### config.mk
export PLATFORM = sky130hd
export DESIGN_NAME = wis_ctrl
export DESIGN_NICKNAME = d
export VERILOG_FILES = /design/src/hw/rtl/wis_pkg.sv /design/src/hw/rtl/wis_ctrl.sv
export VERILOG_INCLUDE_DIRS = /design/src /design/src/hw/rtl
export SDC_FILE = /design/constraint.sdc
export NUM_CORES = 1
export LEC_CHECK = 0
export ABC_AREA = 1
export ABC_CLOCK_PERIOD_IN_PS = 2000
export BUFFER_PORTS_ARGS = -buffer_cell sky130_fd_sc_hd__buf_2
export CAP_MARGIN = 20
export CELL_PAD_IN_SITES_DETAIL_PLACEMENT = 1
export CELL_PAD_IN_SITES_GLOBAL_PLACEMENT = 2
export CORE_ASPECT_RATIO = 1.25
export CORE_MARGIN = 3
export CORE_UTILIZATION = 21
export CTS_BUF_LIST = sky130_fd_sc_hd__clkbuf_4
export DETAILED_ROUTE_END_ITERATION = 10
export PLACE_DENSITY_LB_ADDON = 0.1
export SLEW_MARGIN = 0
export SYNTH_ARGS = -nofsm -noshare
export SYNTH_HDL_FRONTEND = slang
export SYNTH_SLANG_ARGS = --single-unit
### constraint.sdc
create_clock -name clk_i -period 2 [get_ports clk_i]
set_clock_uncertainty 0.05 [all_clocks]
set_input_delay 0.2 -clock clk_i [delete_from_list [all_inputs] [get_ports clk_i]]
set_output_delay 0.2 -clock clk_i [all_outputs]
set_load 0.005 [all_outputs]
### src/hw/rtl/weighted_index_sample_assert.svh
// Assertion macros shared by the weighted index sampler RTL.
// Expects clk_i and rst_ni in the scope of each use.
`ifndef WEIGHTED_INDEX_SAMPLE_ASSERT_SVH
`define WEIGHTED_INDEX_SAMPLE_ASSERT_SVH

// same-cycle implication, disabled during reset
`define WIS_ASSERT_NOW(label, ante, cons) \
  label: assert property (@(posedge clk_i) disable iff (!rst_ni) (ante) |-> (cons)) \
    else $error("weighted_index_sample: check failed");

// next-cycle implication, disabled during reset
`define WIS_ASSERT_NEXT(label, ante, cons) \
  label: assert property (@(posedge clk_i) disable iff (!rst_ni) (ante) |=> (cons)) \
    else $error("weighted_index_sample: check failed");

`endif

### src/hw/rtl/wis_pkg.sv
// Package for the weighted index sampler: widths, defaults, request codes,
// and the command/status structs between controller and datapath.
package wis_pkg;

  // default configuration
  localparam int WIS_DEPTH         = 1024;
  localparam int WIS_WEIGHT_BITS   = 32;
  localparam int WIS_FRACTION_BITS = 16;

  // fixed port field widths
  localparam int ENTRY_W   = 10;
  localparam int WVAL_W    = 32;
  localparam int UVAL_W    = 16;
  localparam int START_W   = 10;
  localparam int IDX_W     = 11;

  // multiplier slicing: one 32x32 multiplier used twice
  localparam int MUL_W  = 32;
  localparam int PP_W   = 2 * MUL_W;
  localparam int SPAN_W = 2 * MUL_W;
  localparam int PROD_W = 3 * MUL_W;

  // request codes
  localparam logic REQ_LOAD   = 1'b0;
  localparam logic REQ_SAMPLE = 1'b1;

  // table address source
  typedef enum logic [2:0] {
    ADDR_ENTRY,
    ADDR_LOW,
    ADDR_HIGH,
    ADDR_START,
    ADDR_NEXT
  } addr_sel_e;

  typedef struct packed {
    logic      wr_en;
    logic      cap_req;
    addr_sel_e addr_sel;
    logic      ld_wmin;
    logic      ld_span;
    logic      mul_lo;
    logic      mul_hi;
    logic      ld_s;
    logic      j_init;
    logic      j_inc;
    logic      out_load;
  } cmd_t;

  typedef struct packed {
    logic is_sample;
    logic req_err;
    logic load_ok;
    logic hit;
    logic at_end;
  } sts_t;

endpackage

### src/hw/rtl/wis_ctrl.sv
// Controller of the weighted index sampler: gates table writes for load words, sequences boundary reads,
// the two multiply passes, the scan, and the output register handshake.
// Depends on wis_pkg and weighted_index_sample_assert.svh.
`include "weighted_index_sample_assert.svh"

module wis_ctrl (
  input  logic          clk_i,
  input  logic          rst_ni,
  input  logic          req_valid_i,
  output logic          req_ready_o,
  output logic          res_valid_o,
  input  logic          res_ready_i,
  input  wis_pkg::sts_t sts_i,
  output wis_pkg::cmd_t cmd_o
);
  import wis_pkg::*;

  localparam logic [3:0] S_IDLE  = 4'd0;
  localparam logic [3:0] S_RDLO  = 4'd1;
  localparam logic [3:0] S_RDHI  = 4'd2;
  localparam logic [3:0] S_SPAN  = 4'd3;
  localparam logic [3:0] S_MULLO = 4'd4;
  localparam logic [3:0] S_MULHI = 4'd5;
  localparam logic [3:0] S_SUM   = 4'd6;
  localparam logic [3:0] S_SCAN  = 4'd7;
  localparam logic [3:0] S_OUT   = 4'd8;

  logic [3:0] state_q, state_d;
  logic       out_valid_q, out_valid_d;
  logic       accept;

  assign req_ready_o = (state_q == S_IDLE);
  assign accept      = req_valid_i && req_ready_o;
  assign res_valid_o = out_valid_q;

  // next state and datapath commands
  always_comb begin
    state_d  = state_q;
    cmd_o    = '0;
    cmd_o.addr_sel = ADDR_ENTRY;
    unique case (state_q)
      S_IDLE: begin
        if (accept) begin
          cmd_o.cap_req = 1'b1;
          if (!sts_i.is_sample) begin
            cmd_o.wr_en = sts_i.load_ok;
          end else if (sts_i.req_err) begin
            state_d = S_OUT;
          end else begin
            state_d = S_RDLO;
          end
        end
      end
      S_RDLO: begin
        cmd_o.addr_sel = ADDR_LOW;
        state_d        = S_RDHI;
      end
      S_RDHI: begin
        cmd_o.addr_sel = ADDR_HIGH;
        cmd_o.ld_wmin  = 1'b1;
        state_d        = S_SPAN;
      end
      S_SPAN: begin
        cmd_o.ld_span = 1'b1;
        state_d       = S_MULLO;
      end
      S_MULLO: begin
        cmd_o.mul_lo = 1'b1;
        state_d      = S_MULHI;
      end
      S_MULHI: begin
        cmd_o.mul_hi = 1'b1;
        state_d      = S_SUM;
      end
      S_SUM: begin
        cmd_o.ld_s     = 1'b1;
        cmd_o.addr_sel = ADDR_START;
        cmd_o.j_init   = 1'b1;
        state_d        = S_SCAN;
      end
      S_SCAN: begin
        cmd_o.addr_sel = ADDR_NEXT;
        if (sts_i.hit) begin
          state_d = S_OUT;
        end else begin
          // past the last entry j lands on the range end
          cmd_o.j_inc = 1'b1;
          if (sts_i.at_end) begin
            state_d = S_OUT;
          end
        end
      end
      S_OUT: begin
        if (!out_valid_q || res_ready_i) begin
          cmd_o.out_load = 1'b1;
          state_d        = S_IDLE;
        end
      end
      default: begin
        state_d = S_IDLE;
      end
    endcase
  end

  // output word valid flag
  always_comb begin
    if (cmd_o.out_load) begin
      out_valid_d = 1'b1;
    end else if (res_ready_i) begin
      out_valid_d = 1'b0;
    end else begin
      out_valid_d = out_valid_q;
    end
  end

  always_ff @(posedge clk_i or negedge rst_ni) begin
    if (!rst_ni) begin
      state_q     <= S_IDLE;
      out_valid_q <= 1'b0;
    end else begin
      state_q     <= state_d;
      out_valid_q <= out_valid_d;
    end
  end

  // output register is only overwritten when empty or being drained
  `WIS_ASSERT_NOW(a_out_load_free, cmd_o.out_load, !out_valid_q || res_ready_i)
  // a loaded result is presented next cycle with the controller back idle
  `WIS_ASSERT_NEXT(a_out_load_shows, cmd_o.out_load, out_valid_q && state_q == S_IDLE)
  // a good sample request starts with the lower boundary read
  `WIS_ASSERT_NEXT(a_sample_start, accept && sts_i.is_sample && !sts_i.req_err,
                   state_q == S_RDLO)
  // table writes happen only on accepted load words
  `WIS_ASSERT_NOW(a_write_on_load, cmd_o.wr_en, accept && !sts_i.is_sample)

endmodule

# == After elaboration in Yosys (flattened, before gate mapping) ==
# Cells that the tools add are included.
# word_totals
reg_bits,5
output_inout_bits,15
wordCells,42
# op_classes
n_eq_ne,12
mux,22
n_reduce_logical,6
# ops
op,count
one-hot mux 4 bit (9 select lines),1
2-to-1 mux 4 bit,6
"== test 4 x 3 -> 1 bit, second input constant",4
one-hot mux 3 bit (4 select lines),1
2-to-1 mux 1 bit,11
"== test 4 x 2 -> 1 bit, second input constant",2
2-to-1 mux 2 bit,3
"== test 4 x 1 -> 1 bit, second input constant",1
"== test 4 bit, second input constant",1
zero test 4 bit,1
"inequality test 2 x 1 -> 1 bit, second input constant",2
AND reduction 4 bit,1
"inequality test 3 bit, second input constant",1
"inequality test 2 bit, second input constant",1
nonzero test 2 bit,1
logical AND 1 bit,1
zero test 1 bit,1
logical OR 1 bit,1

# == Longest topological paths before layout ==
# Gate-level depths: netlist of the first run.
# depth
word_depth,5
mapped_depth,6
mapped_depth_nobuf,6

# == Worst setup path before layout of the first run ==
# OpenSTA, ideal clock, no wires.
# synth_path
path_type,register -> output
from,register state_q[2]
to,output cmd_o[12] (netlist name)
arrival_ps,974
path_slack_ps,776
stages_incl_launch_ff,6
n_path_buf,0
cell_sequence,dfrtp_1 -> nor2_4 -> nand2_1 -> nor2_1 -> nand2_1 -> nor2_1
# synth_rtl
item,line,text
start: declaration,wis_ctrl.sv:28,"logic [3:0] state_q, state_d;"
start signal: assignment,wis_ctrl.sv:121,state_q <= state_d;
end: declaration,wis_ctrl.sv:14,output wis_pkg::cmd_t cmd_o

==> out/results.ini, run 1 <==
[floorplan]
coreArea_mm2 = 0.001642
dieArea_mm2 = 0.002368
rows = 16
ios = 24
initial_core_util_pct = 23.25
dieHeight_um = 53.66
die_x_um = 44.13

[timing]
period_needed_ns = 1.611
hold_violations = 0
fin_setup_tns_ns = 0
fin_crit_sh_pct = 80.53
setup_violations = 0
slew_headroom_pct = 84.36
tightest_slew_ns = 0.2346
final_max_slew_viol_count = 0
rsz0062_at_grt = no
fmax_mhz = 620.9

[clock_network]
cts_tree = built
cts_setup_buffers = 0
clk_path_buf_depth = 2
cts_root_buffer = clkbuf_4
clock_sinks = 5
clk_latency_ns = 0.25
clk_pin_slew_ns = 0.05
htreeDepth = 1
cts-buffers-inserted = 3

[job]
maxCapViolCount = 0

[final_layout]
final_nets = 96
post-route-util_pct = 33.16
synthToLayoutAreaGrowth_pct = 42.62
drive_above_1_share_pct = 37.21
multi_input_area_um2 = 203.9
final_cells = 104
nFillCells = 227
antenna_cells = 0
regArea_um2 = 125.1

[worst_setup_path]
worstPathRequired_ns = 1.75
crit_chain = nor2_4 -> nand2_1 -> nor2_1 -> nand2_1 -> nor2_1 -> buf_2
cp.arrival_ns = 1.36
critPathMaxFanout = 6
cp-end-kind = output pin
max_stage_delay_ns = 0.44
slowest_stage = dfrtp_1
critical_path_class = reg2out
startpoint_type = flop

[global_routing]
grt_usage_pct = 11.33
grt_max_degree = 7
antenna_found_initial = 0
grt_pass1_vias = 453
grt_pass1_wl_um = 1876
gr-total-overflow = 0

[route]
routed-via-count = 467
wirelength_um = 1134
vias_per_cell = 4.490
routedWlPerCell_um = 10.90
first_pass_iters = 4
ant_nets = 0
drtIter0Drc = 2
drc = 0

[power_and_ir_drop]
swShare_pct = 47.36
power_switching_mw = 0.3756
p_total_mw = 0.7931
p_per_area_mw_per_mm2 = 1457
ir_drop_v = 0.0003796
p_clk_share_pct = 16.9
power_frac_seq_pct = 28.1
internal_power_mw = 0.4174
p_comb_share_pct = 54.9
power_leakage_nw = 0.3492

[yosys]
yosys.area.top_type = dfrtp_1
yosys.area_share.xor_xnor_pct = 0
synth_seq_area_share_pct = 32.79
netlist_area_um2 = 381.6
syn_nets = 69
synth_cell_type_count = 15
yosysWarnings = 0
synth_ff_type = dfrtp_1
synthCells = 60
yosys-top-cells-count = nand2_1 (12), nor2_1 (12), inv_1 (9)
synthAdderAreaFrac_pct = 0
synth-simple-area-share_pct = 44.92
synthTopCellsByArea = dfrtp_1 (33%), nand2_1 (12%), nor2_1 (12%), inv_1 (8.9%), nand3_1 (7.9%)
async_reset_ff_share_pct = 100.0
synth_top_family_by_area = simple AND/OR/NAND/NOR gates
synth_edf_count = 0
ys_ff_latch = 5
synth_compound_area_share_pct = 8.525
synth_top_area_share_pct = 32.79
synth_mux_area_share_pct = 0
syn_area_per_cell_um2 = 6.360

[place]
place_congestion = 0.7083
dp_cells = 99
port-buffer-count = 23
post-dp-hpwl_um = 962.9

[worst_hold_path]
hold_path_class = in2reg

[status]
status = finished clean

through the flow:
step / worst slack (ns) / cell area (um2) / hold WS (ns)
after detailed placement: 0.6403 / 504.2 / -0.02478
after CTS: 0.3633 / 544.3 / 0.1038
after global routing: 0.2159 / 544.3 / 0.1340
after floorplan: 0.7765 / 381.6 / -0.1456
after global placement: 0.6631 / 504.2 / -0.02959
final: 0.3894 / 544.3 / 0.1089
routing by layer:
layer / wire (um) / track usage [%] / share of wire (%) / up-vias
met3: 86 / 3.010 / 7.6 / 3
li1: - / - / - / 237
met1: 439 / 11.24 / 39 / 208
met2: 592 / 19.66 / 52 / 19
met5: 0 / 0 / 0 / -
met4: 16 / 9.045 / 1.4 / 0
power groups by stage:
stage               Clock (mW)  Sequential (mW)  Combinational [mW]
finish                   0.134            0.223               0.436
global route             0.144            0.235               0.510
CTS                      0.141            0.224               0.450
detailed placement           0            0.224               0.444
global placement             0            0.223               0.452
floorplan                    0            0.211               0.295
worst paths after layout:
kind	to	slack, ns	cells past startpoint	from
worst max-delay path	cmd_o[12]	0.39	6	state_q[2]$_DFFE_PN0P_
worst min-delay path	res_valid_o$_DFFE_PN0P_	0.11	2	res_ready_i
min in group asynchronous	state_q[2]$_DFFE_PN0P_	0.24	2	rst_ni
worst min register to register	res_valid_o$_DFFE_PN0P_	0.51	2	res_valid_o$_DFFE_PN0P_
max in group asynchronous	res_valid_o$_DFFE_PN0P_	1.52	2	rst_ni
worst max register to register	state_q[0]$_DFFE_PN0P_	0.79	5	state_q[0]$_DFFE_PN0P_
state kept, by name (all words and copies together), names as in the netlist:
signal	count
state_q	4
res_valid_o	1
placed cells by master, fill, tap and decap left out:
| cell | n |
|---|---|
| a21oi_1 | 1 |
| dfrtp_1 | 5 |
| nand2_1 | 12 |
| nand4_1 | 1 |
| buf_2 | 23 |
| nor2_2 | 2 |
| inv_1 | 9 |
| o21ai_1 | 1 |
| dlygate4sd3_1 | 1 |
| nor3_1 | 2 |
| inv_2 | 1 |
| nor2_1 | 12 |
| o211ai_1 | 1 |
| o21ai_0 | 3 |
| nand3_1 | 6 |
| nor2_4 | 2 |
| clkbuf_4 | 4 |
worst max-delay path, delay by kind of cell, from the launching register on:
family,cells,cell delay [ns]
buffers and inverters,1,0.11
and+or+nand+nor,5,0.56
DFF,1,0.44
repair_timing:
| item | in CTS | in global routing |
|---|---|---|
| hold endpoints to repair | 5 | 0 |
| resized for setup | 0 | 0 |
| hold buffers | 1 | 0 |
kinds of logic (layout without fill, tap and decap cells):
group | count (synthesis) | count (layout)
buffers and inverters | 12 | 38
and+or+nand+nor | 37 | 37
AOI/OAI and AO/OA | 6 | 6
DFF | 5 | 5
cell type report:
| class | instances | share of cell area (%) |
|---|---|---|
| clock buffers | 4 | 5.517 |
| inverters | 10 | 6.897 |
| multi-input cells | 43 | 37.47 |
| flip-flops and latches | 5 | 22.99 |
| well taps | 18 | 4.138 |
| repair buffers | 24 | 22.99 |
No activity file was read; power rests on OpenSTA's default activity.
==> inputs of run 2 (changes only) <==
--- a/config.mk
+++ b/config.mk
@@ -6,15 +6,15 @@
 export SDC_FILE = /design/constraint.sdc
 export NUM_CORES = 1
 export LEC_CHECK = 0
-export ABC_AREA = 1
-export ABC_CLOCK_PERIOD_IN_PS = 2000
+export ABC_AREA = 0
+export ABC_CLOCK_PERIOD_IN_PS = 1570
 export BUFFER_PORTS_ARGS = -buffer_cell sky130_fd_sc_hd__buf_2
 export CAP_MARGIN = 20
 export CELL_PAD_IN_SITES_DETAIL_PLACEMENT = 1
 export CELL_PAD_IN_SITES_GLOBAL_PLACEMENT = 2
 export CORE_ASPECT_RATIO = 1.25
 export CORE_MARGIN = 3
-export CORE_UTILIZATION = 21
+export CORE_UTILIZATION = 23
 export CTS_BUF_LIST = sky130_fd_sc_hd__clkbuf_4
 export DETAILED_ROUTE_END_ITERATION = 10
 export PLACE_DENSITY_LB_ADDON = 0.1
==> constraint.sdc (replaced) <==
create_clock -name clk_i -period 1.57 [get_ports clk_i]
set_clock_uncertainty 0.05 [all_clocks]
set_input_delay 0.157 -clock clk_i [delete_from_list [all_inputs] [get_ports clk_i]]
set_output_delay 0.157 -clock clk_i [all_outputs]
set_load 0.005 [all_outputs]
==> out/results.ini, run 2 <==
[worst_hold_path]
hold_end = state_q[3]$_DFFE_PN0P_
holdCritStartpoint = sts_i[3]
hold_path_depth = 3
hold_path_class = in2reg

[route]
routed-via-count = 453
drc = 0
wirelength_um = 1254
routedWlPerCell_um = 12.54
first_pass_iters = 3
ant_nets = 0
vias_per_cell = 4.530
drtIter0Drc = 7

[yosys]
syn_nets = 56
ys_ff_latch = 5
synth_ff_type = dfrtp_1
yosysWarnings = 0
async_reset_ff_share_pct = 100.0
synth_seq_area_share_pct = 29.85
synth_cell_type_count = 24
yosysMostFrequentCell = nor2_1
synthTopCellsByArea = dfrtp_1 (30%), nor2_1 (6.3%), nor3_1 (6.0%), buf_4 (5.4%), buf_6 (5.4%)
yosys-top-cells-count = nor2_1 (7), dfrtp_1 (5), nor3_1 (5)
synth_top_area_share_pct = 29.85
synth_edf_count = 0
synthCells = 47
netlist_area_um2 = 419.2
syn_area_per_cell_um2 = 8.918
yosys.area.top_type = dfrtp_1

[worst_setup_path]
critPathMaxFanout = 4
worstPathRequired_ns = 1.36
startpoint_type = flop
worstRegToRegCells = 4
critical_path_class = reg2out
reg2reg_to = state_q[3]$_DFFE_PN0P_
reg2reg_from = state_q[3]$_DFFE_PN0P_
r2r_slack_ns = 0.20
cp.arrival_ns = 1.36
cp-end-kind = output pin

[timing]
slew_headroom_pct = 82.49
fmax_mhz = 636.6
final_max_slew_viol_count = 0
fin_crit_sh_pct = 100.1
tightest_slew_ns = 0.2617
hold_violations = 0
setup_violations = 1
fin_setup_tns_ns = -0.0008060
period_needed_ns = 1.571
rsz0062_at_grt = yes
setup_slack_ns = -0.0008060

[floorplan]
ios = 24
dieArea_mm2 = 0.002374
die_x_um = 44.18
dieHeight_um = 53.73
coreArea_mm2 = 0.001642
rows = 16
initial_core_util_pct = 25.53

[clock_network]
cts-buffers-inserted = 3
htreeDepth = 1
cts_tree = built
clk_path_buf_depth = 2
cts_root_buffer = clkbuf_4
clk_pin_slew_ns = 0.04
clock_sinks = 5
clk_latency_ns = 0.24

[final_layout]
drive_above_1_share_pct = 64.63
synthToLayoutAreaGrowth_pct = 57.01
largest_reg_flops = 4
final_nets = 92
nFillCells = 214
final_common_cell = buf_2
final_cell_mix = buf_2 (23), buf_4 (13), nor2_1 (5)
antenna_cells = 0
top_register = state_q
fin_area_um2 = 658.1

[power_and_ir_drop]
ir_drop_v = 0.0006237
power_leakage_nw = 0.3432
p_per_area_mw_per_mm2 = 1948

[status]
status = finished, violations left
violations = negative setup slack

[global_routing]
grt_usage_pct = 11.23
gr-total-overflow = 0
antenna_found_initial = 0
grt_pass1_wl_um = 1959
grt_pass1_vias = 474
grt_max_degree = 7

[place]
port-buffer-count = 23
post-dp-hpwl_um = 875.6
place_area_um2 = 519.2
place_congestion = 0.6683

[job]
maxCapViolCount = 0

[run 2: cells by family after synthesis]
kind of cell / count (synthesis) / synth area share (%)
AO/OA/AOI/OAI: 7 / 11.34
buffers and inverters: 6 / 14.33
flip-flops: 5 / 29.85
AND/OR/NAND/NOR: 29 / 44.48
[run 2: how the worst max path moves through the flow]
stage	slack, ns	start	end
floorplan	0.23	state_q[3]$_DFFE_PN0P_	cmd_o[12]
global placement	0.13	state_q[0]$_DFFE_PN0P_	cmd_o[8]
detailed placement	0.12	state_q[2]$_DFFE_PN0P_	cmd_o[12]
CTS	-0.02	state_q[1]$_DFFE_PN0P_	cmd_o[12]
global route	-0.06	state_q[1]$_DFFE_PN0P_	cmd_o[12]
finish	-0.0008	state_q[1]$_DFFE_PN0P_	cmd_o[12]
[run 2: cell type report]
| cell class | instances | area (um2) | share of cell area, % |
|---|---|---|---|
| clock buffers | 4 | 30.03 | 4.563 |
| multi-input cells | 36 | 252.7 | 38.40 |
| flip-flops and latches | 5 | 130.1 | 19.77 |
| well taps | 18 | 22.52 | 3.422 |
| repair buffers | 37 | 222.7 | 33.84 |
[run 2: per-stage QoR]
stage               utilization (%)  total power, mW  cells  setup WS, ns  hold slack (ns)
floorplan                         -           0.7480     47        0.2325          -0.1886
global placement              31.63           0.9063     85        0.1310         -0.06830
detailed placement            31.63           0.8977     85        0.1155         -0.07076
CTS                           38.03            1.227     98      -0.01805           0.1605
global route                  40.09            1.407    100      -0.06096           0.1753
finish                        40.09            1.282    100    -0.0008060           0.1564
[run 2: critical path: stages, from the launching register on]
cell	delay [ns]
dfrtp_2	0.43
nor4_4	0.29
and2_1	0.16
and3b_1	0.14
buf_2	0.10
[run 2: repair_timing]
action	4_1_cts	5_1_grt
endpoints found under the setup margin	4	5
hold buffers	1	0
setup buffers	8	2
pin swaps	3	2
resized for setup	4	5
hold endpoints to repair	5	0
[run 2: power by group]
group          internal [mW]  switching [mW]  leakage [nW]
Combinational          0.451           0.388         0.267
Sequential             0.195          0.0871        0.0579
Clock                  0.113          0.0481        0.0184
Total                  0.759           0.523         0.343
[run 2: layer usage]
layer	vias to the layer above	wire length [um]	track usage (%)
li1	231	-	-
met4	0	0	7.538
met1	204	543	13.94
met3	0	74	1.003
met2	18	636	18.20
met5	-	0	0
